$ cat src/owb_pkg.sv
// ----------------------------------------------------------------------------
// owb_pkg
// Shared types and constants for the 1-Wire bus master.
// ----------------------------------------------------------------------------
package owb_pkg;

  localparam int TIMER_BITS_DEF = 10;
  localparam int BITS_PER_BYTE  = 8;
  localparam int REG_BITS       = 10;
  localparam int NUM_REGS       = 8;
  localparam int APB_ADDR_BITS  = 5;
  localparam int APB_DATA_BITS  = 32;

  typedef logic [REG_BITS-1:0] reg_val_t;

  typedef enum logic [1:0] {
    CMD_NOP   = 2'd0,
    CMD_RESET = 2'd1,
    CMD_WRITE = 2'd2,
    CMD_READ  = 2'd3
  } cmd_t;

  typedef enum logic [2:0] {
    REG_RESET_LOW     = 3'd0,
    REG_PRESENCE_WAIT = 3'd1,
    REG_RESET_TAIL    = 3'd2,
    REG_WRITE_ONE_LOW = 3'd3,
    REG_WRITE_ZERO_LOW = 3'd4,
    REG_WRITE_SLOT    = 3'd5,
    REG_READ_SAMPLE   = 3'd6,
    REG_READ_TAIL     = 3'd7
  } reg_idx_t;

  localparam reg_val_t RST_RESET_LOW      = 10'd480;
  localparam reg_val_t RST_PRESENCE_WAIT  = 10'd70;
  localparam reg_val_t RST_RESET_TAIL     = 10'd410;
  localparam reg_val_t RST_WRITE_ONE_LOW  = 10'd1;
  localparam reg_val_t RST_WRITE_ZERO_LOW = 10'd60;
  localparam reg_val_t RST_WRITE_SLOT     = 10'd61;
  localparam reg_val_t RST_READ_SAMPLE    = 10'd14;
  localparam reg_val_t RST_READ_TAIL      = 10'd45;

  typedef struct packed {
    reg_val_t reset_low_us;
    reg_val_t presence_wait_us;
    reg_val_t reset_tail_us;
    reg_val_t write_one_low_us;
    reg_val_t write_zero_low_us;
    reg_val_t write_slot_us;
    reg_val_t read_sample_wait_us;
    reg_val_t read_tail_us;
  } cfg_t;

  typedef struct packed {
    logic       drive_low;
    logic       busy_res;
    logic       done_res;
    logic       presence;
    logic [7:0] read_byte;
    logic       ignored;
  } res_t;

endpackage

$ cat src/owb_if.sv
// ----------------------------------------------------------------------------
// owb_in_if / owb_out_if
// Valid/ready channels for tick requests and per-tick bus results.
// ----------------------------------------------------------------------------
interface owb_in_if;
  logic       valid;
  logic       ready;
  logic [1:0] cmd;
  logic [7:0] data_byte;
  logic       line_level;

  modport source (output valid, cmd, data_byte, line_level, input ready);
  modport sink   (input valid, cmd, data_byte, line_level, output ready);
endinterface

interface owb_out_if;
  logic       valid;
  logic       ready;
  logic       drive_low;
  logic       busy_res;
  logic       done_res;
  logic       presence;
  logic [7:0] read_byte;
  logic       ignored;

  modport source (output valid, drive_low, busy_res, done_res, presence, read_byte, ignored,
                  input ready);
  modport sink   (input valid, drive_low, busy_res, done_res, presence, read_byte, ignored,
                  output ready);
endinterface

$ cat src/owb_cfg_regs.sv
// ----------------------------------------------------------------------------
// owb_cfg_regs
// APB register file holding the bus timing values.
// ----------------------------------------------------------------------------
module owb_cfg_regs (
  input  logic                                  clk,
  input  logic                                  rst_n,
  input  logic                                  psel,
  input  logic                                  penable,
  input  logic                                  pwrite,
  input  logic [owb_pkg::APB_ADDR_BITS-1:0]     paddr,
  input  logic [owb_pkg::APB_DATA_BITS-1:0]     pwdata,
  output logic [owb_pkg::APB_DATA_BITS-1:0]     prdata,
  output logic                                  pready,
  output owb_pkg::cfg_t                         cfg
);

  owb_pkg::cfg_t     cfg_r;
  owb_pkg::reg_idx_t idx;
  owb_pkg::reg_val_t wval;
  owb_pkg::reg_val_t rval;
  logic              wr_en;

  assign idx    = owb_pkg::reg_idx_t'(paddr[4:2]);
  assign wval   = pwdata[owb_pkg::REG_BITS-1:0];
  assign pready = 1'b1;
  assign wr_en  = psel && penable && pwrite;

  always_ff @(posedge clk) begin
    if (!rst_n) begin
      cfg_r.reset_low_us        <= owb_pkg::RST_RESET_LOW;
      cfg_r.presence_wait_us    <= owb_pkg::RST_PRESENCE_WAIT;
      cfg_r.reset_tail_us       <= owb_pkg::RST_RESET_TAIL;
      cfg_r.write_one_low_us    <= owb_pkg::RST_WRITE_ONE_LOW;
      cfg_r.write_zero_low_us   <= owb_pkg::RST_WRITE_ZERO_LOW;
      cfg_r.write_slot_us       <= owb_pkg::RST_WRITE_SLOT;
      cfg_r.read_sample_wait_us <= owb_pkg::RST_READ_SAMPLE;
      cfg_r.read_tail_us        <= owb_pkg::RST_READ_TAIL;
    end else if (wr_en) begin
      unique case (idx)
        owb_pkg::REG_RESET_LOW:      cfg_r.reset_low_us        <= wval;
        owb_pkg::REG_PRESENCE_WAIT:  cfg_r.presence_wait_us    <= wval;
        owb_pkg::REG_RESET_TAIL:     cfg_r.reset_tail_us       <= wval;
        owb_pkg::REG_WRITE_ONE_LOW:  cfg_r.write_one_low_us    <= wval;
        owb_pkg::REG_WRITE_ZERO_LOW: cfg_r.write_zero_low_us   <= wval;
        owb_pkg::REG_WRITE_SLOT:     cfg_r.write_slot_us       <= wval;
        owb_pkg::REG_READ_SAMPLE:    cfg_r.read_sample_wait_us <= wval;
        owb_pkg::REG_READ_TAIL:      cfg_r.read_tail_us        <= wval;
      endcase
    end
  end

  always_comb begin
    unique case (idx)
      owb_pkg::REG_RESET_LOW:      rval = cfg_r.reset_low_us;
      owb_pkg::REG_PRESENCE_WAIT:  rval = cfg_r.presence_wait_us;
      owb_pkg::REG_RESET_TAIL:     rval = cfg_r.reset_tail_us;
      owb_pkg::REG_WRITE_ONE_LOW:  rval = cfg_r.write_one_low_us;
      owb_pkg::REG_WRITE_ZERO_LOW: rval = cfg_r.write_zero_low_us;
      owb_pkg::REG_WRITE_SLOT:     rval = cfg_r.write_slot_us;
      owb_pkg::REG_READ_SAMPLE:    rval = cfg_r.read_sample_wait_us;
      owb_pkg::REG_READ_TAIL:      rval = cfg_r.read_tail_us;
    endcase
  end

  assign prdata = {{(owb_pkg::APB_DATA_BITS-owb_pkg::REG_BITS){1'b0}}, rval};
  assign cfg    = cfg_r;

endmodule

$ cat src/owb_engine.sv
// ----------------------------------------------------------------------------
// owb_engine
// Bus sequencer: advances the slot state by one tick per accepted request and
// forms that tick's result.
// ----------------------------------------------------------------------------
module owb_engine #(
  parameter int TIMER_BITS = owb_pkg::TIMER_BITS_DEF
) (
  input  logic          clk,
  input  logic          rst_n,
  input  logic          accept,
  input  logic [1:0]    cmd,
  input  logic [7:0]    data_byte,
  input  logic          line_level,
  input  owb_pkg::cfg_t cfg,
  output owb_pkg::res_t res
);

  typedef enum logic [1:0] {
    PH_IDLE = 2'd0,
    PH_LOW  = 2'd1,
    PH_MID  = 2'd2,
    PH_TAIL = 2'd3
  } phase_t;

  typedef logic [TIMER_BITS-1:0] tmr_t;

  phase_t        phase_r, phase_nxt;
  owb_pkg::cmd_t op_r, op_nxt;
  tmr_t          timer_r, timer_nxt;
  logic [2:0]    bit_r, bit_nxt;
  logic [7:0]    shift_r, shift_nxt;
  logic          pres_r, pres_nxt;
  logic [7:0]    rdata_r, rdata_nxt;

  function automatic tmr_t at_least_one(input owb_pkg::reg_val_t v);
    tmr_t m;
    m = tmr_t'(v);
    return (m == '0) ? tmr_t'(1) : m;
  endfunction

  always_comb begin
    owb_pkg::cmd_t c;
    tmr_t          len;
    tmr_t          wlow;
    tmr_t          slot;
    logic          ign;
    logic          busy;
    logic          drive;
    logic          done;
    c         = owb_pkg::cmd_t'(cmd);
    phase_nxt = phase_r;
    op_nxt    = op_r;
    timer_nxt = timer_r;
    bit_nxt   = bit_r;
    shift_nxt = shift_r;
    pres_nxt  = pres_r;
    rdata_nxt = rdata_r;
    ign       = 1'b0;
    busy      = 1'b0;
    drive     = 1'b0;
    done      = 1'b0;
    len       = tmr_t'(1);

    if (phase_r == PH_IDLE) begin
      if (c != owb_pkg::CMD_NOP) begin
        op_nxt    = c;
        phase_nxt = PH_LOW;
        timer_nxt = '0;
        bit_nxt   = '0;
        shift_nxt = (c == owb_pkg::CMD_WRITE) ? data_byte : 8'd0;
      end
    end else if (c != owb_pkg::CMD_NOP) begin
      ign = 1'b1;
    end

    if (phase_nxt != PH_IDLE) begin
      busy  = 1'b1;
      drive = (phase_nxt == PH_LOW);
      if (phase_nxt == PH_TAIL && timer_nxt == '0) begin
        if (op_nxt == owb_pkg::CMD_RESET) begin
          pres_nxt = !line_level;
        end else if (op_nxt == owb_pkg::CMD_READ) begin
          shift_nxt[bit_nxt] = shift_nxt[bit_nxt] | line_level;
        end
      end

      wlow = shift_nxt[bit_nxt] ? tmr_t'(cfg.write_one_low_us)
                                : tmr_t'(cfg.write_zero_low_us);
      slot = tmr_t'(cfg.write_slot_us);
      unique case (op_nxt)
        owb_pkg::CMD_RESET: begin
          unique case (phase_nxt)
            PH_LOW:  len = at_least_one(cfg.reset_low_us);
            PH_MID:  len = at_least_one(cfg.presence_wait_us);
            default: len = at_least_one(cfg.reset_tail_us);
          endcase
        end
        owb_pkg::CMD_WRITE: begin
          if (phase_nxt == PH_LOW) begin
            len = (wlow == '0) ? tmr_t'(1) : wlow;
          end else begin
            len = (slot > wlow) ? tmr_t'(slot - wlow) : tmr_t'(1);
          end
        end
        default: begin
          unique case (phase_nxt)
            PH_LOW:  len = at_least_one(cfg.write_one_low_us);
            PH_MID:  len = at_least_one(cfg.read_sample_wait_us);
            default: len = at_least_one(cfg.read_tail_us);
          endcase
        end
      endcase

      if ({1'b0, timer_nxt} + (TIMER_BITS+1)'(1) >= {1'b0, len}) begin
        timer_nxt = '0;
        priority if (phase_nxt == PH_LOW) begin
          phase_nxt = PH_MID;
        end else if (phase_nxt == PH_MID && op_nxt != owb_pkg::CMD_WRITE) begin
          phase_nxt = PH_TAIL;
        end else if (op_nxt == owb_pkg::CMD_RESET ||
                     bit_nxt == 3'(owb_pkg::BITS_PER_BYTE - 1)) begin
          done = 1'b1;
          if (op_nxt == owb_pkg::CMD_READ) begin
            rdata_nxt = shift_nxt;
          end
          phase_nxt = PH_IDLE;
          op_nxt    = owb_pkg::CMD_NOP;
          bit_nxt   = '0;
        end else begin
          bit_nxt   = bit_nxt + 3'd1;
          phase_nxt = PH_LOW;
        end
      end else begin
        timer_nxt = timer_nxt + tmr_t'(1);
      end
    end

    res.drive_low = drive;
    res.busy_res  = busy;
    res.done_res  = done;
    res.presence  = pres_nxt;
    res.read_byte = rdata_nxt;
    res.ignored   = ign;
  end

  always_ff @(posedge clk) begin
    if (!rst_n) begin
      phase_r <= PH_IDLE;
      op_r    <= owb_pkg::CMD_NOP;
      timer_r <= '0;
      bit_r   <= '0;
      shift_r <= '0;
      pres_r  <= 1'b0;
      rdata_r <= '0;
    end else if (accept) begin
      phase_r <= phase_nxt;
      op_r    <= op_nxt;
      timer_r <= timer_nxt;
      bit_r   <= bit_nxt;
      shift_r <= shift_nxt;
      pres_r  <= pres_nxt;
      rdata_r <= rdata_nxt;
    end
  end

endmodule

$ cat src/owb_outbuf.sv
// ----------------------------------------------------------------------------
// owb_outbuf
// Result register with a skid entry, so requests keep flowing while a result
// waits.
// ----------------------------------------------------------------------------
module owb_outbuf (
  input  logic          clk,
  input  logic          rst_n,
  input  logic          push,
  input  owb_pkg::res_t push_data,
  output logic          push_ready,
  output logic          pop_valid,
  input  logic          pop_ready,
  output owb_pkg::res_t pop_data
);

  owb_pkg::res_t main_r;
  owb_pkg::res_t skid_r;
  logic          main_vld_r;
  logic          skid_vld_r;
  logic          pop;

  assign pop        = main_vld_r && pop_ready;
  assign push_ready = !skid_vld_r;
  assign pop_valid  = main_vld_r;
  assign pop_data   = main_r;

  always_ff @(posedge clk) begin
    if (!rst_n) begin
      main_vld_r <= 1'b0;
      skid_vld_r <= 1'b0;
    end else if (skid_vld_r) begin
      if (pop) begin
        main_r     <= skid_r;
        skid_vld_r <= 1'b0;
      end
    end else if (push && (!main_vld_r || pop)) begin
      main_r     <= push_data;
      main_vld_r <= 1'b1;
    end else if (push) begin
      skid_r     <= push_data;
      skid_vld_r <= 1'b1;
    end else if (pop) begin
      main_vld_r <= 1'b0;
    end
  end

endmodule

$ cat src/onewire_bus_master_top.sv
// ----------------------------------------------------------------------------
// onewire_bus_master_top
// 1-Wire bus master: reset/presence, byte write and byte read, one request
// per microsecond tick.
//
//   channel  dir  handshake          content
//   in_ch    in   valid/ready        cmd, data_byte, line_level
//   out_ch   out  valid/ready        drive_low, busy_res, done_res, presence,
//                                    read_byte, ignored
//   APB      in   psel/penable       eight 10-bit timing registers
//
// One request per cycle while in_ch.ready is high; each accepted request's result is registered in the result buffer.
// The sequencer state and the result register bound the path; no multi-cycle
// units.
// A two-entry result buffer keeps in_ch.ready high while out_ch stalls with one entry
// full; ready drops only when both entries are full.
// Synchronous active-low reset returns registers to their defaults and the
// sequencer to idle.
// ----------------------------------------------------------------------------
module onewire_bus_master_top #(
  parameter int TIMER_BITS = owb_pkg::TIMER_BITS_DEF
) (
  input  logic                              clk,
  input  logic                              rst_n,
  owb_in_if.sink                            in_ch,
  owb_out_if.source                         out_ch,
  input  logic                              psel,
  input  logic                              penable,
  input  logic                              pwrite,
  input  logic [owb_pkg::APB_ADDR_BITS-1:0] paddr,
  input  logic [owb_pkg::APB_DATA_BITS-1:0] pwdata,
  output logic [owb_pkg::APB_DATA_BITS-1:0] prdata,
  output logic                              pready
);

  owb_pkg::cfg_t cfg;
  owb_pkg::res_t res;
  owb_pkg::res_t out_res;
  logic          accept;
  logic          buf_ready;

  assign in_ch.ready = buf_ready;
  assign accept      = in_ch.valid && buf_ready;

  owb_cfg_regs u_regs (
    .clk     (clk),
    .rst_n   (rst_n),
    .psel    (psel),
    .penable (penable),
    .pwrite  (pwrite),
    .paddr   (paddr),
    .pwdata  (pwdata),
    .prdata  (prdata),
    .pready  (pready),
    .cfg     (cfg)
  );

  owb_engine #(
    .TIMER_BITS (TIMER_BITS)
  ) u_engine (
    .clk        (clk),
    .rst_n      (rst_n),
    .accept     (accept),
    .cmd        (in_ch.cmd),
    .data_byte  (in_ch.data_byte),
    .line_level (in_ch.line_level),
    .cfg        (cfg),
    .res        (res)
  );

  owb_outbuf u_outbuf (
    .clk        (clk),
    .rst_n      (rst_n),
    .push       (accept),
    .push_data  (res),
    .push_ready (buf_ready),
    .pop_valid  (out_ch.valid),
    .pop_ready  (out_ch.ready),
    .pop_data   (out_res)
  );

  assign out_ch.drive_low = out_res.drive_low;
  assign out_ch.busy_res  = out_res.busy_res;
  assign out_ch.done_res  = out_res.done_res;
  assign out_ch.presence  = out_res.presence;
  assign out_ch.read_byte = out_res.read_byte;
  assign out_ch.ignored   = out_res.ignored;

  a_stall_only_when_full: assert property (@(posedge clk) disable iff (!rst_n)
    !in_ch.ready |-> out_ch.valid)
    else $error("input stalled with empty result buffer");

  a_result_follows: assert property (@(posedge clk) disable iff (!rst_n)
    (in_ch.valid && in_ch.ready && !out_ch.valid) |=> out_ch.valid)
    else $error("accepted request produced no result");

  a_done_is_busy: assert property (@(posedge clk) disable iff (!rst_n)
    (out_ch.valid && (out_ch.done_res || out_ch.drive_low || out_ch.ignored))
      |-> out_ch.busy_res)
    else $error("done, drive or ignored flagged outside an operation");

endmodule
$ cat src/flat_wrapper.sv
// flat-port wrapper written by rule: the top's interface ports become plain ports
module onewire_bus_master_top_flat 
#(
  parameter int TIMER_BITS = owb_pkg::TIMER_BITS_DEF
)
  (clk, rst_n, psel, penable, pwrite, paddr, pwdata, prdata, pready, in_ch_valid, in_ch_cmd, in_ch_data_byte, in_ch_line_level, in_ch_ready, out_ch_valid, out_ch_drive_low, out_ch_busy_res, out_ch_done_res, out_ch_presence, out_ch_read_byte, out_ch_ignored, out_ch_ready);
  owb_in_if in_ch_i ();
  owb_out_if out_ch_i ();
  input  logic clk;
  input  logic rst_n;
  input  logic psel;
  input  logic penable;
  input  logic pwrite;
  input  logic [owb_pkg::APB_ADDR_BITS-1:0] paddr;
  input  logic [owb_pkg::APB_DATA_BITS-1:0] pwdata;
  output logic [owb_pkg::APB_DATA_BITS-1:0] prdata;
  output logic pready;
  input wire logic [$bits(in_ch_i.valid)-1:0] in_ch_valid;
  input wire logic [$bits(in_ch_i.cmd)-1:0] in_ch_cmd;
  input wire logic [$bits(in_ch_i.data_byte)-1:0] in_ch_data_byte;
  input wire logic [$bits(in_ch_i.line_level)-1:0] in_ch_line_level;
  output wire logic [$bits(in_ch_i.ready)-1:0] in_ch_ready;
  output wire logic [$bits(out_ch_i.valid)-1:0] out_ch_valid;
  output wire logic [$bits(out_ch_i.drive_low)-1:0] out_ch_drive_low;
  output wire logic [$bits(out_ch_i.busy_res)-1:0] out_ch_busy_res;
  output wire logic [$bits(out_ch_i.done_res)-1:0] out_ch_done_res;
  output wire logic [$bits(out_ch_i.presence)-1:0] out_ch_presence;
  output wire logic [$bits(out_ch_i.read_byte)-1:0] out_ch_read_byte;
  output wire logic [$bits(out_ch_i.ignored)-1:0] out_ch_ignored;
  input wire logic [$bits(out_ch_i.ready)-1:0] out_ch_ready;
  assign in_ch_i.valid = in_ch_valid;
  assign in_ch_i.cmd = in_ch_cmd;
  assign in_ch_i.data_byte = in_ch_data_byte;
  assign in_ch_i.line_level = in_ch_line_level;
  assign in_ch_ready = in_ch_i.ready;
  assign out_ch_valid = out_ch_i.valid;
  assign out_ch_drive_low = out_ch_i.drive_low;
  assign out_ch_busy_res = out_ch_i.busy_res;
  assign out_ch_done_res = out_ch_i.done_res;
  assign out_ch_presence = out_ch_i.presence;
  assign out_ch_read_byte = out_ch_i.read_byte;
  assign out_ch_ignored = out_ch_i.ignored;
  assign out_ch_i.ready = out_ch_ready;
  onewire_bus_master_top #(.TIMER_BITS(TIMER_BITS)) u_core (.clk(clk), .rst_n(rst_n), .in_ch(in_ch_i), .out_ch(out_ch_i), .psel(psel), .penable(penable), .pwrite(pwrite), .paddr(paddr), .pwdata(pwdata), .prdata(prdata), .pready(pready));
endmodule
$ cat config.mk
export PLATFORM = sky130hd
export DESIGN_NAME = onewire_bus_master_top_flat
export DESIGN_NICKNAME = d
export VERILOG_FILES = /design/src/owb_pkg.sv /design/src/owb_if.sv /design/src/owb_cfg_regs.sv /design/src/owb_engine.sv /design/src/owb_outbuf.sv /design/src/onewire_bus_master_top.sv /design/src/flat_wrapper.sv
export SDC_FILE = /design/constraint.sdc
export NUM_CORES = 1
export LEC_CHECK = 0
export BUFFER_PORTS_ARGS = -buffer_cell sky130_fd_sc_hd__buf_4
export CORE_AREA = 3 3 133 135
export DETAILED_ROUTE_END_ITERATION = 6
export DIE_AREA = 0 0 136 138
export HOLD_SLACK_MARGIN = 0.03
export PLACE_DENSITY = 0.76
export SKIP_CTS_REPAIR_TIMING = 1
export SLEW_MARGIN = 0
export SYNTH_ARGS = -nofsm -noshare
export SYNTH_HDL_FRONTEND = slang
export SYNTH_SLANG_ARGS = --single-unit
$ cat constraint.sdc
create_clock -name clk -period 16.5 [get_ports clk]
set_input_delay 1.65 -clock clk [delete_from_list [all_inputs] [get_ports clk]]
set_output_delay 1.65 -clock clk [all_outputs]
set_load 0.1 [all_outputs]
==> results of run 1 <==
[layer usage]
metal,GRT usage,vias to the layer above
li1,-,3998
met1,0.3633,3946
met2,0.4485,441
met3,0.05414,88
met4,0.1332,0
met5,0,-
[worst paths after layout]
path                         startpoint                           to  cells past startpoint
max                        in_ch_cmd[0]  u_core.u_outbuf.pop_data[1]                     37
min              u_core.u_engine.pres_r       u_core.u_engine.pres_r                      2
max reg2reg  u_core.u_engine.phase_r[1]  u_core.u_outbuf.pop_data[1]                     37
min reg2reg      u_core.u_engine.pres_r       u_core.u_engine.pres_r                      2
[cell families (layout without fill, tap and decap cells)]
group / Yosys count / in the layout
simple gates: 480 / 480
buf+inv: 120 / 126
flops: 142 / 142
compound gates: 288 / 288
other cells: 2 / 23
fa+ha+maj: 27 / 27
xor+xnor: 13 / 13
mux: 58 / 58
[layout by cell type, fill, tap and decap left out, drive strengths merged, types with 9 or more instances in the layout]
master and n:
nand2 234, conb 23, a21o 12, nor2 81, edfxtp 26, o22ai 15
nor2b 28, a22oi 11, a21oi 47, and3 9, nand3 66, inv 29
dfxtp 116, mux2 19, mux2i 38, clkbuf 20, nor4 13, a31oi 18
a21boi 67, o21ai 49, nor3 16, clkinv 10, o211ai 10, buf 64
ha 26
[power groups by stage]
stage / combinational, mW / clock [mW] / sequential, mW
floorplan: 0.219 / 0 / 0.386
global placement: 0.288 / 0 / 0.377
detailed placement: 0.290 / 0 / 0.377
CTS: 0.292 / 0.389 / 0.370
global route: 0.317 / 0.404 / 0.371
finish: 0.298 / 0.385 / 0.370
[flip-flops by register name, indices dropped and copies added (netlist names)]
| name | cells |
|---|---|
| u_core.u_outbuf.skid_vld_r | 1 |
| u_core.u_regs.cfg | 80 |
| u_core.u_engine.timer_r | 10 |
| u_core.u_engine.phase_r | 2 |
| u_core.u_outbuf.skid_r | 13 |
| u_core.u_engine.pres_r | 1 |
| u_core.u_outbuf.pop_valid | 1 |
| u_core.u_engine.op_r | 2 |
| u_core.u_engine.bit_r | 3 |
| u_core.u_engine.shift_r | 8 |
| u_core.u_outbuf.pop_data | 13 |
| u_core.u_engine.rdata_r | 8 |
[worst register-to-register path, delay by kind of cell, from the launching register on]
family          cells  cell delay, ns
simple gates       10            2.67
fa+ha+maj           4            1.13
compound gates     19            3.55
buf+inv             2            0.17
flops               1            0.49
mux                 2            0.70
[final cells by class]
| cell class | count | area share |
|---|---|---|
| Clock inverter | 12 | 0.01386 |
| Sequential cell | 142 | 0.3097 |
| Inverter | 30 | 0.01124 |
| Multi-Input combinational cell | 889 | 0.5451 |
| Timing Repair Buffer | 64 | 0.04795 |
| Clock buffer | 20 | 0.04470 |
| Tap cell | 220 | 0.02747 |
[per-stage QoR]
step / hold slack [ns] / std cells / instance area [um2] / utilization
4_1_cts: 0.4714 / 1377 / 10020 / 0.6043
3_5_place_dp: 0.4626 / 1345 / 9434 / 0.5689
2_1_floorplan: 0.4437 / 1151 / 9158 / -
6_report: 0.4700 / 1377 / 10020 / 0.6043
5_1_grt: 0.5051 / 1377 / 10020 / 0.6043
3_3_place_gp: 0.4546 / 1345 / 9434 / 0.5689
==> impl_metrics.env, run 1 <==
export IMPL_outcome="finished with violations"
export IMPL_violations="DRC"
export IMPL_hold_path_class="reg -> reg"
export IMPL_synthAdderAreaFrac=0.03804
export IMPL_antenna_left=0
export IMPL_dpl_hpwl_um=18770
export IMPL_fillers=1508
export IMPL_track_usage=0.2803
export IMPL_finalMaxSlewViolations=0
export IMPL_synthArstFlopShare=0
export IMPL_power_total_mw=1.054
export IMPL_grt_pass1_vias=7867
export IMPL_synthTopCellsByCount="232 x nand2_1, 116 x dfxtp_1, 77 x nor2_1, 65 x a21boi_0, 64 x nand3_1"
export IMPL_endpoint_kind="flip-flop"
export IMPL_seq_area_frac_synth=0.3418
export IMPL_dieWidth_um=136
export IMPL_power_frac_clock=0.365
export IMPL_crit_type="in -> reg"
export IMPL_synthCells=1130
export IMPL_synthXorXnorAreaFrac=0.01254
export IMPL_syn_area_per_cell_um2=8.034
export IMPL_seqCellArea_um2=3103
export IMPL_yosysMostFrequentCell="nand2_1"
export IMPL_routed_top_layer="met4"
export IMPL_rsz0062_at_grt="false"
export IMPL_r2r_setup_slack_ns=7.56
export IMPL_wl_met3_um=2225
export IMPL_arrival_ns=9.53
export IMPL_synth_edf_count=26
export IMPL_swShare=0.3542
export IMPL_dr_wl_met2_um=12360
export IMPL_start_util=0.5475
export IMPL_worst_path_most_repeated_cell="a21oi_1"
export IMPL_cpMaxStageDelayCell="or4b_1"
export IMPL_routed_via_count=8473
export IMPL_syn_cell_area_um2=9079
export IMPL_synth_compound_area_frac=0.2249
export IMPL_pwr_share_comb=0.283
export IMPL_crit_family="compound AO/OA/AOI/OAI gates"
export IMPL_port_buffer_count=55
export IMPL_tritoncts="built"
export IMPL_p_per_area_nw_per_um2=105.1
export IMPL_clk_path_buf_depth=2
export IMPL_max_freq_ghz=0.1069
export IMPL_synthTopCellsByArea="dfxtp_1 26%, nand2_1 9.6%, edfxtp_1 8.6%, a21boi_0 5.4%, mux2i_1 4.2%"
export IMPL_die_area_um2=18770
export IMPL_synth_ff_type="dfxtp_1"
export IMPL_synth_warnings=0
export IMPL_rows=47
export IMPL_fin_crit_sh=0.5670
export IMPL_net_switching_power_uw=373.2
export IMPL_pre_cts_ws_ns=6.835
export IMPL_maxCapViolations=0
export IMPL_fp_dieH_um=138
export IMPL_yosys_area_top_type_share=0.2558
export IMPL_setup_viol=0
export IMPL_numClockSinks=142
export IMPL_hold_violations=0
export IMPL_met1_length_um=10710
export IMPL_leakagePower_nw=3.959
export IMPL_yosys_area_top_type="dfxtp_1"
export IMPL_tightest_slew_ns=1.154
export IMPL_coreArea_um2=16580
export IMPL_yosysUniqueCellTypes=90
export IMPL_setup_slack_ns=7.145
export IMPL_cts_root_buffer="clkbuf_16"
export IMPL_multi_input_area_um2=5463
export IMPL_clk_latency_ns=0.43
export IMPL_nNetsFinal=1226
export IMPL_final_setup_skew_ns=0.01087
export IMPL_antenna_found_initial=0
export IMPL_drtIter0Drc=1067
export IMPL_min_period_ns=9.355
export IMPL_grt_max_degree=120
export IMPL_synthMuxAreaShare=0.06794
export IMPL_diodes=0
export IMPL_critPathBufInv=3
export IMPL_firstDrtPassIters=7
export IMPL_num_io_pins=103
export IMPL_clkTransAtPathRegs_ns=0.06
export IMPL_h_tree_depth=4
export IMPL_drive_gt1_frac=0.1314
export IMPL_drt_total_wl_um=26490
export IMPL_grt_overflow=0
export IMPL_synth_simple_area_share=0.2488
export IMPL_avgRoutedWirePerCell_um=19.24
export IMPL_cp_slowest_stage_delay_ns=0.51
export IMPL_critPathMaxFanout=13
export IMPL_ys_ff_latch=142
export IMPL_fin_setup_tns_ns=0
export IMPL_gp_congestion=0.9248
export IMPL_critPathLaunchType="input pin"
export IMPL_syn2layout_area_growth_pct=10.38
export IMPL_grt_pass1_wl_um=41970
export IMPL_p_int_uw=680.3
export IMPL_seq_power_share=0.351
export IMPL_ir_worst_vdd_v=0.00008797
export IMPL_slew_headroom=0.2281
export IMPL_synth_top_family_by_area="simple AND/OR/NAND/NOR gates"
export IMPL_cts_buffers=17
export IMPL_drc=2
export IMPL_vias_per_cell=6.153
export IMPL_required_ns=16.68
Note: power is estimated with default switching activity, not from simulation.
==> inputs of run 2 (changes only) <==
- CORE_AREA: 3 3 133 135 -> 3 3 134 136
- DIE_AREA: 0 0 136 138 -> 0 0 137 139
- PLACE_DENSITY: 0.76 -> 0.78
- clock period: 16.5 -> 8 ns (I/O delays scaled with it)
==> impl_metrics.env, run 2 (synthesis gave the netlist of run 1 again) <==
export IMPL_critPathLaunchType="flip-flop"
export IMPL_seqCellArea_um2=3103
export IMPL_hold_worst_slack_ns=0.4873
export IMPL_clk_latency_ns=0.44
export IMPL_rsz0062_at_grt="false"
export IMPL_cpMaxStageDelayCell="or4b_4"
export IMPL_drive_gt1_frac=0.1625
export IMPL_p_int_mw=1.473
export IMPL_largest_reg_flops=80
export IMPL_clkTransAtPathRegs_ns=0.07
export IMPL_min_period_ns=7.607
export IMPL_seq_power_share=0.332
export IMPL_final_common_cell="nand2_1"
export IMPL_top_usage_layer="met2"
export IMPL_grt_pass1_vias=8015
export IMPL_multi_input_area_um2=5503
export IMPL_swShare=0.3551
export IMPL_critPathBufInv=4
export IMPL_fillers=1510
export IMPL_coreArea_um2=17060
export IMPL_routed_via_count=8641
export IMPL_tightest_slew_ns=1.184
export IMPL_diodes=0
export IMPL_grt_overflow=0
export IMPL_arrival_ns=7.80
export IMPL_setup_viol=0
export IMPL_crit_type="reg -> reg"
export IMPL_cts_root_buffer="clkbuf_16"
export IMPL_grt_pass1_wl_um=42290
export IMPL_cp_slowest_stage_delay_ns=0.50
export IMPL_fin_crit_sh=0.9509
export IMPL_ir_worst_vdd_v=0.0001714
export IMPL_syn2layout_area_growth_pct=14.25
export IMPL_worst_path_most_repeated_cell="a21oi_1"
export IMPL_drtIter0Drc=1097
export IMPL_maxCapViolations=0
export IMPL_pre_cts_ws_ns=-0.03805
export IMPL_die_area_um2=19040
export IMPL_dieWidth_um=137
export IMPL_port_buffer_count=55
export IMPL_antenna_found_initial=0
export IMPL_tritoncts="built"
export IMPL_nNetsFinal=1257
export IMPL_grt_max_degree=120
export IMPL_start_util=0.5323
export IMPL_track_usage=0.2799
export IMPL_avgRoutedWirePerCell_um=19.07
export IMPL_slew_headroom=0.2077
export IMPL_outcome="finished, final reports clean"
export IMPL_dpl_hpwl_um=19020
export IMPL_fp_dieH_um=139
export IMPL_final_cell_mix="232 x nand2_1, 116 x dfxtp_1, 94 x buf_4"
export IMPL_drt_total_wl_um=26950
export IMPL_numClockSinks=142
export IMPL_hold_path_class="reg -> reg"
export IMPL_critPathMaxFanout=8
export IMPL_net_switching_power_uw=810.7
export IMPL_rows=48
export IMPL_firstDrtPassIters=7
export IMPL_grt_util_met2=0.4591
export IMPL_p_per_area_nw_per_um2=220.1
export IMPL_grt_met1_usage=0.3610
export IMPL_gp_congestion=0.9958
export IMPL_r2r_setup_slack_ns=0.39
export IMPL_setup_slack_ns=0.3930
export IMPL_power_frac_clock=0.378
export IMPL_clk_path_buf_depth=2
export IMPL_pwr_share_comb=0.290
export IMPL_max_freq_ghz=0.1315
export IMPL_crit_family="simple AND/OR/NAND/NOR gates"
export IMPL_drc=0
export IMPL_finalMaxSlewViolations=0
export IMPL_num_io_pins=103
export IMPL_leakagePower_nw=4.133
export IMPL_required_ns=8.19
export IMPL_final_setup_skew_ns=0.009796
export IMPL_cts_buffers=17
export IMPL_h_tree_depth=4
export IMPL_vias_per_cell=6.115
export IMPL_hold_violations=0
export IMPL_endpoint_kind="flip-flop"
export IMPL_globalRouteMet3Util=0.05152
export IMPL_antenna_left=0
## run 2: cell count changes in the layout (fill, tap and decap cells not counted), moves of 3 or more
cell | before | now
buf_4 | 64 | 94
clkinv_4 | 6 | 2
clkinv_8 | 0 | 3
inv_6 | 1 | 4
## run 2: layout make-up
cell class,count,area share
inverter,30,0.01086
clock inverter,15,0.02135
timing repair buffer,95,0.06996
multi-input combinational,889,0.5305
clock buffer,17,0.04101
tap,225,0.02714
sequential,142,0.2992
## run 2: path summary, 6_finish.rpt
check	depth (start not counted)	startpoint	end
setup / recovery	37	u_core.u_engine.phase_r[0]	u_core.u_outbuf.pop_data[1]
setup reg to reg	37	u_core.u_engine.phase_r[0]	u_core.u_outbuf.pop_data[1]
hold / removal	2	u_core.u_regs.cfg[50]	u_core.u_regs.cfg[50]
hold reg to reg	2	u_core.u_regs.cfg[50]	u_core.u_regs.cfg[50]
## run 2: layer usage
| layer | up-vias | wire, um |
|---|---|---|
| met5 | - | 0 |
| met4 | 0 | 913 |
| met3 | 82 | 2187 |
| met2 | 463 | 12960 |
| met1 | 4029 | 10890 |
| li1 | 4067 | - |
## run 2: worst register-to-register path, delay by kind of cell (launching register included)
family / cells / cell delay (ns)
and+or+nand+nor: 14 / 2.50
AOI/OAI and AO/OA: 13 / 2.30
muxes: 3 / 0.89
adders and majority gates: 3 / 0.76
buffers and inverters: 4 / 0.57
DFF: 1 / 0.34
## run 2: power by group through the flow
stage / sequential, mW / combinational, mW / clock, mW
2_1_floorplan: 0.797 / 0.452 / 0
3_3_place_gp: 0.772 / 0.628 / 0
3_5_place_dp: 0.773 / 0.634 / 0
4_1_cts: 0.757 / 0.638 / 0.872
5_1_grt: 0.759 / 0.707 / 0.895
6_report: 0.758 / 0.663 / 0.863
## run 2: through the flow
step / util / power (mW) / TNS, ns / instances / cell area, um2
3_3_place_gp: 0.5648 / 1.401 / 0 / 1374 / 9633
4_1_cts: 0.6027 / 2.267 / 0 / 1406 / 10280
2_1_floorplan: - / 1.249 / 0 / 1151 / 9158
3_5_place_dp: 0.5648 / 1.407 / -0.2021 / 1374 / 9633
5_1_grt: 0.6081 / 2.361 / 0 / 1413 / 10370
6_report: 0.6081 / 2.283 / 0 / 1413 / 10370
